`config.mk`:
```
export PLATFORM = sky130hd
export DESIGN_NAME = playfair_digraph_cipher
export DESIGN_NICKNAME = d
export VERILOG_FILES = /design/src/hdl/pfc_pkg.sv /design/src/hdl/pfc_lane.sv /design/src/hdl/pfc_merge.sv /design/src/hdl/playfair_digraph_cipher.sv
export VERILOG_INCLUDE_DIRS = /design/src /design/src/hdl
export SDC_FILE = /design/constraint.sdc
export NUM_CORES = 1
export LEC_CHECK = 0
export CAP_MARGIN = 0
export CORE_UTILIZATION = 60
export CTS_BUF_LIST = sky130_fd_sc_hd__clkbuf_8
export CTS_CLUSTER_DIAMETER = 50
export DETAILED_ROUTE_END_ITERATION = 8
export DONT_BUFFER_PORTS = 1
export MAX_ROUTING_LAYER = met4
export PLACE_DENSITY = 0.76
export REMOVE_ABC_BUFFERS = 1
export SLEW_MARGIN = 20
export SYNTH_ARGS = -nofsm -noshare
export SYNTH_HDL_FRONTEND = slang
export SYNTH_SLANG_ARGS = --single-unit
```
`constraint.sdc`:
```
create_clock -name i_clk -period 5.5 [get_ports i_clk]
set_clock_uncertainty 0.2 [all_clocks]
set_input_delay 0.825 -clock i_clk [delete_from_list [all_inputs] [get_ports i_clk]]
set_output_delay 0.825 -clock i_clk [all_outputs]
set_load 0.03 [all_outputs]
```
`src/hdl/playfair_digraph_cipher_assert.svh`:
```
// ----------------------------------------------------------------------------
// Playfair cipher assertion macros
// Shared concurrent assertion forms, clocked and reset-qualified.
// ----------------------------------------------------------------------------
`ifndef PLAYFAIR_DIGRAPH_CIPHER_ASSERT_SVH
`define PLAYFAIR_DIGRAPH_CIPHER_ASSERT_SVH

// Same-cycle implication, checked outside reset
`define PFC_ASSERT_SAME(lbl, clk, rst_n, ante, cons) \
    lbl: assert property (@(posedge clk) disable iff (!rst_n) (ante) |-> (cons)) \
        else $error("pfc assertion failed");

// Next-cycle implication, checked outside reset
`define PFC_ASSERT_NEXT(lbl, clk, rst_n, ante, cons) \
    lbl: assert property (@(posedge clk) disable iff (!rst_n) (ante) |=> (cons)) \
        else $error("pfc assertion failed");

`endif

```
`src/hdl/pfc_pkg.sv`:
```
`timescale 1ns / 1ps
// ----------------------------------------------------------------------------
// Playfair cipher package
// Key square types, letter constants, rule codes and small helpers.
// ----------------------------------------------------------------------------
package pfc_pkg;

    localparam int SQ_DIM  = 5;
    localparam int CODE_W  = 5;
    localparam int IDX_W   = 3;
    localparam int ROW_W   = SQ_DIM * CODE_W;
    localparam int CHAR_W  = 8;
    localparam int CFG_IDX_W = 3;

    localparam logic [IDX_W-1:0]  IDX_LAST   = IDX_W'(SQ_DIM - 1);
    localparam logic [CHAR_W-1:0] ASCII_BASE = 8'h41;
    localparam logic [CHAR_W-1:0] CHAR_X     = 8'h58;
    localparam logic [CHAR_W-1:0] CHAR_J     = 8'h4A;
    localparam logic [CHAR_W-1:0] CHAR_I     = 8'h49;

    typedef logic [SQ_DIM-1:0][CODE_W-1:0] t_row;
    typedef t_row [SQ_DIM-1:0]             t_square;

    typedef enum logic [1:0] {
        RULE_ROW  = 2'd0,
        RULE_COL  = 2'd1,
        RULE_RECT = 2'd2,
        RULE_NONE = 2'd3
    } t_rule;

    typedef struct packed {
        logic             found;
        logic [IDX_W-1:0] row;
        logic [IDX_W-1:0] col;
    } t_loc;

    typedef struct packed {
        logic [CHAR_W-1:0] first;
        logic [CHAR_W-1:0] second;
        t_rule             rule;
    } t_result;

    // ASCII byte that a cell code stands for
    function automatic logic [CHAR_W-1:0] cell_char(input logic [CODE_W-1:0] code);
        cell_char = ASCII_BASE + {{(CHAR_W-CODE_W){1'b0}}, code};
    endfunction

    // Step forward with wrap over the square dimension
    function automatic logic [IDX_W-1:0] wrap_inc(input logic [IDX_W-1:0] idx);
        wrap_inc = (idx == IDX_LAST) ? '0 : idx + IDX_W'(1);
    endfunction

    // Step back with wrap over the square dimension
    function automatic logic [IDX_W-1:0] wrap_dec(input logic [IDX_W-1:0] idx);
        wrap_dec = (idx == '0) ? IDX_LAST : idx - IDX_W'(1);
    endfunction

endpackage

```
`src/hdl/pfc_lane.sv`:
```
`timescale 1ns / 1ps
// ----------------------------------------------------------------------------
// Playfair letter locator lane
// Compares one letter against all 25 cells and returns the first match in
// row-major order.
// ----------------------------------------------------------------------------
module pfc_lane (
    input  pfc_pkg::t_square             i_square,
    input  logic [pfc_pkg::CHAR_W-1:0]   i_letter,
    output pfc_pkg::t_loc                o_loc
);
    import pfc_pkg::*;

    logic [SQ_DIM-1:0][SQ_DIM-1:0] hit;
    logic [SQ_DIM-1:0]             row_hit;
    logic [SQ_DIM-1:0][IDX_W-1:0]  row_col;

    // Compare the letter with every cell
    always_comb begin
        for (int r = 0; r < SQ_DIM; r++) begin
            for (int c = 0; c < SQ_DIM; c++) begin
                hit[r][c] = (cell_char(i_square[r][c]) == i_letter);
            end
        end
    end

    // Pick the leftmost hit within each row
    always_comb begin
        for (int r = 0; r < SQ_DIM; r++) begin
            row_hit[r] = |hit[r];
            row_col[r] = '0;
            for (int c = SQ_DIM - 1; c >= 0; c--) begin
                if (hit[r][c]) begin
                    row_col[r] = IDX_W'(c);
                end
            end
        end
    end

    // Pick the topmost row with a hit
    always_comb begin
        o_loc.found = |row_hit;
        o_loc.row   = '0;
        o_loc.col   = '0;
        for (int r = SQ_DIM - 1; r >= 0; r--) begin
            if (row_hit[r]) begin
                o_loc.row = IDX_W'(r);
                o_loc.col = row_col[r];
            end
        end
    end

endmodule

```
`src/hdl/pfc_merge.sv`:
```
`timescale 1ns / 1ps
// ----------------------------------------------------------------------------
// Playfair lane merge
// Combines the two letter positions into the rule and the output pair.
// ----------------------------------------------------------------------------
module pfc_merge (
    input  pfc_pkg::t_square             i_square,
    input  pfc_pkg::t_loc                i_loc1,
    input  pfc_pkg::t_loc                i_loc2,
    input  logic                         i_decrypt,
    input  logic [pfc_pkg::CHAR_W-1:0]   i_raw1,
    input  logic [pfc_pkg::CHAR_W-1:0]   i_raw2,
    output pfc_pkg::t_result             o_result
);
    import pfc_pkg::*;

    logic [IDX_W-1:0] r1_n, c1_n, r2_n, c2_n;
    logic [IDX_W-1:0] r1_s, c1_s, r2_s, c2_s;
    t_rule            rule;

    // Work out the neighbour positions for both shift directions
    always_comb begin
        c1_s = i_decrypt ? wrap_dec(i_loc1.col) : wrap_inc(i_loc1.col);
        c2_s = i_decrypt ? wrap_dec(i_loc2.col) : wrap_inc(i_loc2.col);
        r1_s = i_decrypt ? wrap_dec(i_loc1.row) : wrap_inc(i_loc1.row);
        r2_s = i_decrypt ? wrap_dec(i_loc2.row) : wrap_inc(i_loc2.row);
    end

    // Choose the rule; a shared cell counts as the same row
    always_comb begin
        priority if (!(i_loc1.found && i_loc2.found)) begin
            rule = RULE_NONE;
        end else if (i_loc1.row == i_loc2.row) begin
            rule = RULE_ROW;
        end else if (i_loc1.col == i_loc2.col) begin
            rule = RULE_COL;
        end else begin
            rule = RULE_RECT;
        end
    end

    // Select the output cell positions
    always_comb begin
        unique case (rule)
            RULE_ROW: begin
                r1_n = i_loc1.row; c1_n = c1_s;
                r2_n = i_loc2.row; c2_n = c2_s;
            end
            RULE_COL: begin
                r1_n = r1_s; c1_n = i_loc1.col;
                r2_n = r2_s; c2_n = i_loc2.col;
            end
            RULE_RECT: begin
                r1_n = i_loc1.row; c1_n = i_loc2.col;
                r2_n = i_loc2.row; c2_n = i_loc1.col;
            end
            default: begin
                r1_n = '0; c1_n = '0;
                r2_n = '0; c2_n = '0;
            end
        endcase
    end

    // Read the cells, or pass the raw pair when a letter is missing
    always_comb begin
        o_result.rule = rule;
        if (rule == RULE_NONE) begin
            o_result.first  = i_raw1;
            o_result.second = i_raw2;
        end else begin
            o_result.first  = cell_char(i_square[r1_n][c1_n]);
            o_result.second = cell_char(i_square[r2_n][c2_n]);
        end
    end

endmodule

```
`src/hdl/playfair_digraph_cipher.sv`:
```
`timescale 1ns / 1ps
// Path: a pair accepted at a clock edge is registered in stage 1, stage 2 and the output
// register in turn before it is on the result ports.
// Throughput: one pair per cycle; busy never rises, so start may stay high.
// The depth is set by the prepare, locate (two 25-cell lanes) and merge stages.
// Reset clears the key square to code 0 and drops every item in flight.
// ----------------------------------------------------------------------------
// Playfair digraph cipher top level
// Prepares the pair, locates both letters in parallel lanes and merges the
// positions into the enciphered or deciphered pair.
// ----------------------------------------------------------------------------
`include "playfair_digraph_cipher_assert.svh"

module playfair_digraph_cipher (
    input  logic                            i_clk,
    input  logic                            i_rst_n,
    input  logic                            start,
    output logic                            busy,
    input  logic                            i_mode,
    input  logic [pfc_pkg::CHAR_W-1:0]      i_first_char,
    input  logic [pfc_pkg::CHAR_W-1:0]      i_second_char,
    input  logic                            i_final_pair,
    input  logic                            i_cfg_we,
    input  logic [pfc_pkg::CFG_IDX_W-1:0]   i_cfg_idx,
    input  logic [pfc_pkg::ROW_W-1:0]       i_cfg_data,
    output logic                            o_valid,
    output logic [pfc_pkg::CHAR_W-1:0]      o_first_out,
    output logic [pfc_pkg::CHAR_W-1:0]      o_second_out,
    output logic [1:0]                      o_rule_used,
    output logic                            o_final_pair_out
);
    import pfc_pkg::*;

    t_square           r_square;
    logic              accept;
    logic [CHAR_W-1:0] n_a, n_b;

    logic              r_s1_valid, r_s1_mode, r_s1_final;
    logic [CHAR_W-1:0] r_s1_a, r_s1_b, r_s1_raw1, r_s1_raw2;

    t_loc              loc1, loc2;
    logic              r_s2_valid, r_s2_mode, r_s2_final;
    t_loc              r_s2_loc1, r_s2_loc2;
    logic [CHAR_W-1:0] r_s2_raw1, r_s2_raw2;

    t_result           result;

    logic                s1_has_j, s2_miss;
    logic [2*CHAR_W-1:0] s2_raw_pair, out_pair;

    assign busy   = 1'b0;
    assign accept = start && !busy;

    // Write key square rows; indexes past the last row are dropped
    always_ff @(posedge i_clk) begin
        if (!i_rst_n) begin
            r_square <= '0;
        end else if (i_cfg_we) begin
            for (int r = 0; r < SQ_DIM; r++) begin
                if (i_cfg_idx == CFG_IDX_W'(r)) begin
                    r_square[r] <= i_cfg_data;
                end
            end
        end
    end

    // Prepare the pair when enciphering: filler on a double letter, then fold J into I
    always_comb begin
        n_a = i_first_char;
        n_b = i_second_char;
        if (!i_mode) begin
            if (i_first_char == i_second_char) begin
                n_b = CHAR_X;
            end
            if (n_a == CHAR_J) begin
                n_a = CHAR_I;
            end
            if (n_b == CHAR_J) begin
                n_b = CHAR_I;
            end
        end
    end

    // Stage 1: hold the prepared item
    always_ff @(posedge i_clk) begin
        if (!i_rst_n) begin
            r_s1_valid <= 1'b0;
        end else begin
            r_s1_valid <= accept;
        end
    end

    always_ff @(posedge i_clk) begin
        r_s1_mode  <= i_mode;
        r_s1_final <= i_final_pair;
        r_s1_a     <= n_a;
        r_s1_b     <= n_b;
        r_s1_raw1  <= i_first_char;
        r_s1_raw2  <= i_second_char;
    end

    // Locate each letter in its own lane
    pfc_lane u_lane1 (
        .i_square (r_square),
        .i_letter (r_s1_a),
        .o_loc    (loc1)
    );

    pfc_lane u_lane2 (
        .i_square (r_square),
        .i_letter (r_s1_b),
        .o_loc    (loc2)
    );

    // Stage 2: hold the lane positions
    always_ff @(posedge i_clk) begin
        if (!i_rst_n) begin
            r_s2_valid <= 1'b0;
        end else begin
            r_s2_valid <= r_s1_valid;
        end
    end

    always_ff @(posedge i_clk) begin
        r_s2_mode  <= r_s1_mode;
        r_s2_final <= r_s1_final;
        r_s2_loc1  <= loc1;
        r_s2_loc2  <= loc2;
        r_s2_raw1  <= r_s1_raw1;
        r_s2_raw2  <= r_s1_raw2;
    end

    // Merge the lanes into the result pair
    pfc_merge u_merge (
        .i_square  (r_square),
        .i_loc1    (r_s2_loc1),
        .i_loc2    (r_s2_loc2),
        .i_decrypt (r_s2_mode),
        .i_raw1    (r_s2_raw1),
        .i_raw2    (r_s2_raw2),
        .o_result  (result)
    );

    // Output register: strobe for one cycle per item
    always_ff @(posedge i_clk) begin
        if (!i_rst_n) begin
            o_valid <= 1'b0;
        end else begin
            o_valid <= r_s2_valid;
        end
    end

    always_ff @(posedge i_clk) begin
        o_first_out      <= result.first;
        o_second_out     <= result.second;
        o_rule_used      <= result.rule;
        o_final_pair_out <= r_s2_final;
    end

    // Flags and packed pairs for the checks below
    assign s1_has_j    = (r_s1_a == CHAR_J) || (r_s1_b == CHAR_J);
    assign s2_miss     = r_s2_valid && !(r_s2_loc1.found && r_s2_loc2.found);
    assign s2_raw_pair = {r_s2_raw1, r_s2_raw2};
    assign out_pair    = {o_first_out, o_second_out};

    // Every accepted item is later marked by the output strobe
    `PFC_ASSERT_SAME(a_latency, i_clk, i_rst_n, accept, ##3 o_valid)
    // No strobe without an item in the last stage
    `PFC_ASSERT_NEXT(a_no_phantom, i_clk, i_rst_n, !r_s2_valid, !o_valid)
    // Encryption never lets a J reach the lanes
    `PFC_ASSERT_SAME(a_no_j, i_clk, i_rst_n, r_s1_valid && !r_s1_mode, !s1_has_j)
    // A missing letter gives the not-found code
    `PFC_ASSERT_NEXT(a_not_found, i_clk, i_rst_n, s2_miss, o_rule_used == RULE_NONE)
    // A missing letter passes the raw pair through
    `PFC_ASSERT_NEXT(a_raw_pass, i_clk, i_rst_n, s2_miss, out_pair == $past(s2_raw_pair))

endmodule

```
==> flow_summary_export.csv, run 1 <==
group,metric,value,unit
clock_network,cts.sinks,213,
clock_network,cts_buffers,37,
logic_synthesis,syn_avg_cell_area,8.14,um^2
floorplanning,core_area,27800,um^2
hold_path,hold_end,"r_s1_final",
timing,setup_viol,0,
timing,period_needed,4.64,ns
timing,rsz0062_at_grt,"false",
timing,worst_pin_slew,1.23,ns
clock_network,path_clk_slew,0.06,ns
timing,maxSlewViolCount,0,
timing,layout_setup_ws,0.858,ns
pwr,p_leak,6.96,nW
routing,num_vias,16500,
clock_network,cts_tree,"built",
floorplanning,fp.dieH,170,um
routing,drt_first_pass_iters,7,
worst_setup_path,worst_ep_required_time,5.76,ns
finish,layout-drive-gt1-share,0.0902,
logic_synthesis,synth-main-ff-cell,"dfxtp_1",
worst_setup_path,endpoint_kind,"register",
grt,grtUsageTotal,0.484,
clock_network,cts_resized,0,
timing,fin_crit_sh,0.844,
pwr,p_int,2.63,mW
floorplanning,die_x,170,um
pwr,irDropWorstVdd,0.000217,V
floorplanning,io_pins,71,
routing,vias_per_cell,6.86,
worst_setup_path,crit_buf_inv,2,
grt,antenna_found_initial,3,
clock_network,h-tree-depth,2,
clock_network,post_cts_buffers,0,
hold_path,min_from,"i_final_pair",
placement,place_worst_setup_slack,0.984,ns
finish,layout_common_cells,"nand2_1 (379), dfxtp_1 (211), xnor2_1 (202), xor2_1 (144), a21boi_0 (127)",
timing,fin_setup_tns,0,ns
timing,hold_viol_final,0,
worst_setup_path,path_cells,"inv_1 > ha_1 > ha_1 > nor2b_1 > a2111oi_4 > mux2i_4 > buf_4 > mux4_2 > mux2i_1 > o21ai_0 > a21o_1 > ha_1 > and4_1 > o31ai_2",
run_status,status,"completed",
routing,first_iter_violations,2194,
worst_setup_path,cpLargestDelayFamily,"multiplexers",
logic_synthesis,netlist_instances,2077,
worst_setup_path,slowest_delay,0.94,ns
hold_path,whs_path_depth,0,
worst_setup_path,worst-setup-path-type,"register to register",
grt,grt_pass1_wl,99.5,mm
worst_setup_path,cpMostUsedCell,"ha_1",
clock_network,clk_latency,0.57,ns
logic_synthesis,synth_area,16900,um^2
logic_synthesis,yosysTopAreaCellShare,0.252,
clock_network,hold_buffers,0,
job,maxCapViolCount,0,
finish,layout.nets,2093,
worst_setup_path,worstRegToRegCells,14,
worst_setup_path,worst_path_max_delay_cell,"mux2i_4",
routing,drt_wl_total,68.5,mm
placement,placed_cell_area,17100,um^2
timing,maxSlewHeadroom,0.174,
logic_synthesis,ys_types,98,
routing,antenna_left,0,
logic_synthesis,synth_area_leader_cell,"dfxtp_1",
finish,area_growth,5.41,%
finish,fin_util,0.642,
pwr,p_switching,1.14,mW
grt,grt_max_degree,129,
worst_setup_path,reg2reg_to,"o_second_out[4]",
worst_setup_path,critPathArrivalTime,4.90,ns
finish,final_cell_area,17800,um^2
worst_setup_path,cp_max_fo,27,
logic_synthesis,synth-seq-area-share,0.252,
placement,portBuffers,0,
finish,final_common_cell,"nand2_1",
worst_setup_path,crit_path_start_kind,"register",
pwr,pwr-share-clk,0.405,
worst_setup_path,startpoint,"r_s2_loc2[0]",
pwr,power_frac_comb,0.140,
floorplanning,die_area,28900,um^2
logic_synthesis,yosysWarnings,0,
logic_synthesis,async_flop_share,0,
routing,wl_per_cell,28.5,um
floorplanning,num_rows,61,
floorplanning,initial_core_util,0.609,
routing,post-route-drc-count,0,
pwr,p_seq_frac,0.456,
clock_network,clock_path_buffers,3,
worst_setup_path,reg2reg_slack,0.86,ns
logic_synthesis,synth_edf_count,0,
timing,fmax,0.215,GHz
logic_synthesis,ys_ff_latch,213,
logic_synthesis,synth_area_leaders,"dfxtp_1 (25%), xnor2_1 (10%), nand2_1 (8.4%)",
worst_setup_path,reg2reg_from,"r_s2_loc2[0]",
hold_path,worstHoldPathType,"input port to register",
pwr,powerDensity,212,nW/um^2
clock_network,root_buffer,"clkbuf_8",
placement,hpwl,51.0,mm
grt,grt_pass1_vias,15700,
pwr,p_sw_frac,0.302,
grt,gr-total-overflow,0,
placement,place.gp.congestion,1.07,
stage by stage:
stage / hold WS (ns) / instances / power (mW)
floorplan: 0.110 / 1915 / 2.07
global placement: 0.110 / 2341 / 2.24
detailed placement: 0.113 / 2341 / 2.25
CTS: 0.0807 / 2406 / 3.76
global route: 0.0848 / 2407 / 3.87
finish: 0.0917 / 2407 / 3.77
cell families (layout without fill, tap and decap cells):
logic type | count (synthesis) | in the layout | share of synthesized area
AO/OA/AOI/OAI | 373 | 373 | 0.165
XOR/XNOR | 378 | 378 | 0.221
adder cells (fa/ha/maj) | 41 | 41 | 0.0303
other | 1 | 2 | 0.000222
buffers and inverters | 189 | 140 | 0.0500
flip-flops | 213 | 213 | 0.252
multiplexers | 68 | 68 | 0.0466
AND/OR/NAND/NOR | 814 | 814 | 0.234
Yosys cell counts, drive strengths merged (15+ instances only):
library cell / instances
nand2: 382
dfxtp: 213
xnor2: 205
xor2: 144
a21boi: 128
nand3: 105
clkbuf: 102
and3: 61
buf: 60
nor2: 58
nor4: 49
mux2i: 48
o21ai: 45
nand4: 42
ha: 41
a21oi: 39
nor3: 31
inv: 26
xnor3: 22
a211oi: 18
o211ai: 16
o31ai: 16
a311oi: 15
routing by layer:
| layer | part of all wire | global-route usage |
|---|---|---|
| met5 | 0 | - |
| met3 | 0.14 | 0.123 |
| met1 | 0.38 | 0.605 |
| met4 | 0.061 | 0.264 |
| met2 | 0.43 | 0.712 |
flip-flops by register name (all words and copies together) (netlist names), 8 cells and up:
name	flops
r_s1_a	8
o_first_out	8
r_s2_raw1	8
r_s1_raw1	8
r_s1_raw2	8
o_second_out	8
r_square	125
r_s2_raw2	8
r_s1_b	8
power by group through the flow:
stage | sequential [mW] | clock [mW] | combinational [mW]
after global placement | 1.74 | 0 | 0.495
after floorplan | 1.72 | 0 | 0.346
after CTS | 1.71 | 1.53 | 0.514
final | 1.72 | 1.53 | 0.528
after global routing | 1.72 | 1.60 | 0.559
after detailed placement | 1.74 | 0 | 0.509
final cells by class:
cell class	count	area, um^2
Clock buffer	42	578
Multi-Input combinational cell	1675	11800
Sequential cell	213	4270
Timing Repair Buffer	48	385
Fill cell	2376	9950
Inverter	27	101
Tap cell	378	473
Clock inverter	23	191
Antenna cell	1	2.50
how the worst max path moves through the flow:
stage          cells past startpoint  slack [ns]              end
2_1_floorplan                     10        0.57  o_second_out[4]
3_3_place_gp                      11        1.11  o_second_out[4]
3_5_place_dp                      14        0.98  o_second_out[4]
4_1_cts                           14        0.95  o_second_out[4]
5_1_grt                           11        0.65  o_second_out[4]
6_report                          14        0.86  o_second_out[4]
Power figures use the tool's default switching activity.
==> run 2, diff against run 1 <==
--- a/config.mk
+++ b/config.mk
@@ -13,7 +13,7 @@
 export DETAILED_ROUTE_END_ITERATION = 8
 export DONT_BUFFER_PORTS = 1
 export MAX_ROUTING_LAYER = met4
-export PLACE_DENSITY = 0.76
+export PLACE_DENSITY = 0.79
 export REMOVE_ABC_BUFFERS = 1
 export SLEW_MARGIN = 20
 export SYNTH_ARGS = -nofsm -noshare
==> constraint.sdc (replaced) <==
create_clock -name i_clk -period 4.2 [get_ports i_clk]
set_clock_uncertainty 0.2 [all_clocks]
set_input_delay 0.63 -clock i_clk [delete_from_list [all_inputs] [get_ports i_clk]]
set_output_delay 0.63 -clock i_clk [all_outputs]
set_load 0.03 [all_outputs]
==> run 2 against run 1 <==
Compared with the run above:
- non-clock buffer count is 60 higher
- total power is 30% higher
- clock-buffer cell count is 1 higher
- cell area is 3.5% higher
- clock power is 24% higher
- maximum frequency is 16% higher
- global-route usage is 0.52 points higher
- sequential share of layout area is 0.77 points lower
- via count is 1.3% higher
- critical path depth is 4 higher
- first-iteration DRC count is 5.7% higher
- largest power group unchanged
==> flow_summary_export.csv, run 2 (synthesized netlist as in run 1, its figures left out) <==
group,metric,value,unit
clock_network,path_clk_slew,0.06,ns
clock_network,clk_latency,0.56,ns
worst_setup_path,crit_path_start_kind,"register",
floorplanning,fp.dieH,170,um
timing,maxSlewHeadroom,0.377,
routing,first_iter_violations,2318,
grt,grt_pass1_vias,16000,
grt,gr-total-overflow,0,
worst_setup_path,worst_path_max_delay_cell,"dfxtp_1",
finish,layout.nets,2152,
pwr,fin_total_pwr,4.90,mW
worst_setup_path,path_cells,"inv_1 > ha_1 > ha_1 > mux2_2 > nor3_2 > buf_4 > a21o_1 > buf_4 > nand2_1 > and3_1 > a311oi_1 > o311ai_0 > a31o_2 > inv_1 > ha_1 > o211ai_1 > xor2_1 > o21ai_1",
routing,vias_per_cell,6.79,
timing,setup_viol,0,
timing,period_needed,4.01,ns
timing,hold-worst-slack,0.00319,ns
clock_network,cts_tree,"built",
grt,grt_max_degree,129,
routing,drt_first_pass_iters,6,
worst_setup_path,cp_max_fo,6,
finish,final_common_cell,"nand2_1",
timing,maxSlewViolCount,0,
placement,portBuffers,0,
routing,wl_per_cell,28.1,um
clock_network,cts.sinks,213,
finish,layout-drive-gt1-share,0.111,
floorplanning,die_area,28900,um^2
timing,hold_viol_final,0,
pwr,irDropWorstVdd,0.000345,V
worst_setup_path,worst-setup-path-type,"register to register",
finish,top_register,"r_square",
placement,place.gp.congestion,1.23,
routing,num_vias,16700,
grt,grtUsageTotal,0.489,
grt,antenna_found_initial,2,
job,maxCapViolCount,0,
worst_setup_path,slowest_delay,0.33,ns
floorplanning,io_pins,71,
floorplanning,die_x,170,um
clock_network,cts_buffers,36,
pwr,powerDensity,266,nW/um^2
worst_setup_path,worst_ep_required_time,4.40,ns
worst_setup_path,cpLargestDelayFamily,"compound AO/OA/AOI/OAI gates",
run_status,status,"completed",
routing,drt_wl_total,69.3,mm
clock_network,root_buffer,"clkbuf_8",
floorplanning,core_area,27800,um^2
floorplanning,initial_core_util,0.609,
placement,hpwl,51.7,mm
worst_setup_path,crit_buf_inv,4,
timing,worst_pin_slew,0.933,ns
pwr,p_leak,7.29,nW
worst_setup_path,cpMostUsedCell,"ha_1",
timing,fin_setup_tns,0,ns
finish,area_growth,9.05,%
finish,antenna_cells,0,
clock_network,clock_path_buffers,3,
timing,fmax,0.249,GHz
floorplanning,num_rows,61,
grt,grt_pass1_wl,101,mm
timing,fin_crit_sh,0.955,
finish,layout_common_cells,"nand2_1 (379), dfxtp_1 (207), xnor2_1 (202), xor2_1 (144), a21boi_0 (127)",
hold_path,worstHoldPathType,"input port to register",
worst_setup_path,endpoint_kind,"register",
routing,antenna_left,0,
clock_network,h-tree-depth,2,
worst_setup_path,critPathArrivalTime,4.21,ns
finish,largest_reg_flops,125,
routing,post-route-drc-count,0,
worst_setup_path,reg2reg_slack,0.19,ns
-- run 2: worst reg2reg max path, cell delays in order, from the launching register on --
cell      delay (ns)
dfxtp_1         0.33
inv_1           0.06
ha_1            0.24
ha_1            0.21
mux2_2          0.30
nor3_2          0.25
buf_4           0.19
a21o_1          0.23
buf_4           0.17
nand2_1         0.05
and3_1          0.18
a311oi_1        0.27
o311ai_0        0.18
a31o_2          0.32
inv_1           0.08
ha_1            0.19
o211ai_1        0.12
xor2_1          0.20
o21ai_1         0.10
-- run 2: per-stage QoR --
| stage | area (um^2) | utilization | std cells | worst slack, ns |
|---|---|---|---|---|
| 4_1_cts | 18400 | 0.662 | 2461 | 0.0677 |
| 3_3_place_gp | 17500 | 0.629 | 2380 | 0.164 |
| 2_1_floorplan | 16200 | - | 1915 | -0.732 |
| 6_report | 18400 | 0.664 | 2464 | 0.190 |
| 3_5_place_dp | 17500 | 0.629 | 2380 | 0.100 |
| 5_1_grt | 18400 | 0.664 | 2464 | -0.0120 |
-- run 2: layer usage --
metal / share of wire / up-vias / wire length, um / track usage
met5: 0 / - / 0 / -
met4: 0.073 / 0 / 5090 / 0.322
met3: 0.13 / 268 / 8680 / 0.121
met2: 0.42 / 1181 / 29000 / 0.703
met1: 0.38 / 8018 / 26500 / 0.608
li1: - / 7256 / - / -
-- run 2: path summary, 6_finish.rpt --
check / from / endpoint / cells after the start
worst max register to register: r_s2_loc1[0] / o_first_out[4] / 18
worst min register to register: r_s1_final / r_s2_final / 0
worst max-delay path: r_s2_loc1[0] / o_first_out[4] / 18
worst min-delay path: i_second_char[5] / r_s1_b[5] / 1
-- run 2: area by class of cell --
type | instances | area [um^2]
well taps | 378 | 473
inverters | 27 | 101
fillers | 2285 | 9340
multi-input cells | 1675 | 11900
flip-flops and latches | 213 | 4270
repair buffers | 108 | 1020
clock inverters | 20 | 139
clock buffers | 43 | 592
-- run 2: what timing repair did --
item / CTS / global route
hold buffers: 18 / 0
hold endpoints to repair: 29 / 0
setup endpoints to repair: 0 / 6
setup buffers: 0 / 3
gates resized for setup: 0 / 8
-- run 2: power breakdown --
part           total [mW]  internal [mW]  switching, mW
sequential           2.23           2.09          0.142
clock                1.90           1.01          0.898
combinational       0.761          0.328          0.433
total                4.90           3.43           1.47
==> run 3, diff against run 2 <==
--- a/config.mk
+++ b/config.mk
@@ -7,13 +7,13 @@
 export NUM_CORES = 1
 export LEC_CHECK = 0
 export CAP_MARGIN = 0
-export CORE_UTILIZATION = 60
+export CORE_UTILIZATION = 29
 export CTS_BUF_LIST = sky130_fd_sc_hd__clkbuf_8
 export CTS_CLUSTER_DIAMETER = 50
 export DETAILED_ROUTE_END_ITERATION = 8
 export DONT_BUFFER_PORTS = 1
 export MAX_ROUTING_LAYER = met4
-export PLACE_DENSITY = 0.79
+export RECOVER_POWER = 50
 export REMOVE_ABC_BUFFERS = 1
 export SLEW_MARGIN = 20
 export SYNTH_ARGS = -nofsm -noshare
==> run 3 against run 2 <==
Compared with the run above:
- the run now ends with max-capacitance violations, max-slew violations left
- non-clock buffer count up 91
- via count up 0.14%
- total power up 12%
- register-to-register slack worse by 0.03 ns
- combinational power up 16%
==> flow_summary_export.csv, run 3 (synthesized netlist as in run 1, its figures left out) <==
group,metric,value,unit
placement,placed_cell_area,18300,um^2
hold_path,min_from,"i_cfg_data[13]",
floorplanning,die_x,244,um
floorplanning,io_pins,71,
floorplanning,initial_core_util,0.293,
worst_setup_path,reg2reg_from,"r_s2_loc2[1]",
grt,grt_max_degree,118,
pwr,powerDensity,275,nW/um^2
finish,top_register,"r_square",
grt,grt_pass1_wl,119,mm
finish,layout_common_cells,"nand2_1 (379), dfxtp_1 (210), xnor2_1 (202), xor2_1 (144), buf_4 (135)",
grt,gr-total-overflow,0,
routing,post-route-drc-count,0,
clock_network,path_clk_slew,0.06,ns
timing,worst_pin_slew,2.16,ns
finish,fin_util,0.344,
pwr,p_switching,1.68,mW
clock_network,cts_tree,"built",
worst_setup_path,crit_path_start_kind,"register",
finish,layout.nets,2248,
timing,period_needed,4.04,ns
timing,hold_viol_final,0,
clock_network,clk_latency,0.65,ns
worst_setup_path,endpoint_kind,"register",
grt,antenna_found_initial,7,
hold_path,worstHoldPathType,"input port to register",
worst_setup_path,worst_path_max_delay_cell,"dfxtp_1",
job,maxCapViolCount,1,
routing,num_vias,16700,
clock_network,root_buffer,"clkbuf_8",
routing,drt_wl_total,83.8,mm
clock_network,cts.sinks,213,
floorplanning,die_area,59300,um^2
worst_setup_path,cpLargestDelayFamily,"compound AO/OA/AOI/OAI gates",
pwr,p_seq_frac,0.408,
pwr,irDropWorstVdd,0.000244,V
pwr,p_int,3.79,mW
worst_setup_path,reg2reg_slack,0.16,ns
timing,maxSlewHeadroom,-0.440,
floorplanning,fp.dieH,244,um
routing,drt_first_pass_iters,5,
routing,vias_per_cell,5.67,
floorplanning,core_area,57700,um^2
pwr,p_leak,7.79,nW
timing,fmax,0.248,GHz
placement,place.gp.congestion,1.01,
worst_setup_path,crit_buf_inv,3,
finish,final_common_cell,"nand2_1",
placement,portBuffers,0,
worst_setup_path,slowest_delay,0.49,ns
worst_setup_path,startpoint,"r_s2_loc2[1]",
finish,layout-drive-gt1-share,0.136,
worst_setup_path,worst_ep_required_time,4.51,ns
routing,wl_per_cell,28.4,um
floorplanning,num_rows,88,
pwr,p_sw_frac,0.307,
worst_setup_path,critPathArrivalTime,4.35,ns
pwr,fin_total_pwr,5.47,mW
routing,first_iter_violations,1852,
clock_network,cts_buffers,41,
finish,area_growth,17.4,%
pwr,power_frac_comb,0.161,
grt,grt_pass1_vias,16500,
grt,grtUsageTotal,0.287,
pwr,pwr-share-clk,0.431,
placement,hpwl,63.5,mm
run_status,status,"finished, violations left",
clock_network,h-tree-depth,2,
worst_setup_path,worst-setup-path-type,"register to register",
worst_setup_path,path_cells,"inv_1 > ha_1 > ha_1 > a2111oi_4 > buf_4 > mux2i_4 > buf_12 > mux2i_2 > o22ai_1 > o21ai_0 > a221o_1 > o211ai_1 > ha_1 > and4_1 > o31ai_2",
worst_setup_path,cpMostUsedCell,"ha_1",
finish,fill_cells,6044,
worst_setup_path,cp_max_fo,29,
finish,final_cell_area,19900,um^2
timing,fin_crit_sh,0.962,
clock_network,clock_path_buffers,3,
timing,maxSlewViolCount,118,
timing,rsz0062_at_grt,"false",
run_status,violations,"max-capacitance violations, max-slew violations",
routing,antenna_left,0,
finish,largest_reg_flops,125,
timing,setup_viol,0,
[run 3: repair_timing]
item / 4_1_cts / 5_1_grt
hold buffers: 56 / 0
endpoints found under the setup margin: 2 / 7
resized for setup: 2 / 9
pin swaps: 0 / 1
endpoints found under the hold margin: 162 / 0
buffers inserted: 0 / 1
[run 3: through the flow]
step | setup slack [ns] | hold WS [ns] | instances | setup TNS [ns]
after floorplan | -0.732 | 0.110 | 1915 | -3.29
after global placement | 0.0246 | 0.111 | 2822 | 0
after detailed placement | -0.0921 | 0.112 | 2822 | -0.176
after CTS | 0.00682 | 0.0130 | 2951 | 0
after global routing | 0.0107 | 0.0400 | 2956 | 0
final | 0.161 | 0.0302 | 2956 | 0
[run 3: worst paths after layout]
check | cells after the start | end
worst max register to register | 15 | o_second_out[4]
worst min-delay path | 2 | r_square[113]
worst min register to register | 0 | r_s2_raw1[1]
worst max-delay path | 15 | o_second_out[4]
[run 3: final cells by class]
type | instances | area (um^2) | area share
clock buffer | 49 | 674 | 0.0340
clock inverter | 24 | 245 | 0.0123
antenna | 4 | 10.0 | 0.000504
sequential | 213 | 4270 | 0.215
timing repair buffer | 199 | 1730 | 0.0871
tap | 765 | 957 | 0.0482
inverter | 27 | 101 | 0.00510
multi-input combinational | 1675 | 11900 | 0.598
[run 3: power by group through the flow]
stage / Sequential, mW / Clock [mW] / Combinational [mW]
after floorplan: 2.26 / 0 / 0.454
after global placement: 2.27 / 0 / 0.760
after detailed placement: 2.27 / 0 / 0.774
after CTS: 2.22 / 2.42 / 0.860
after global routing: 2.23 / 2.50 / 0.934
final: 2.23 / 2.36 / 0.881
[run 3: metal layers]
metal	GRT usage	share of wire	vias to the layer above
li1	-	-	7458
met1	0.372	0.43	8295
met2	0.433	0.44	825
met3	0.0519	0.084	169
met4	0.128	0.048	0
met5	-	0	-
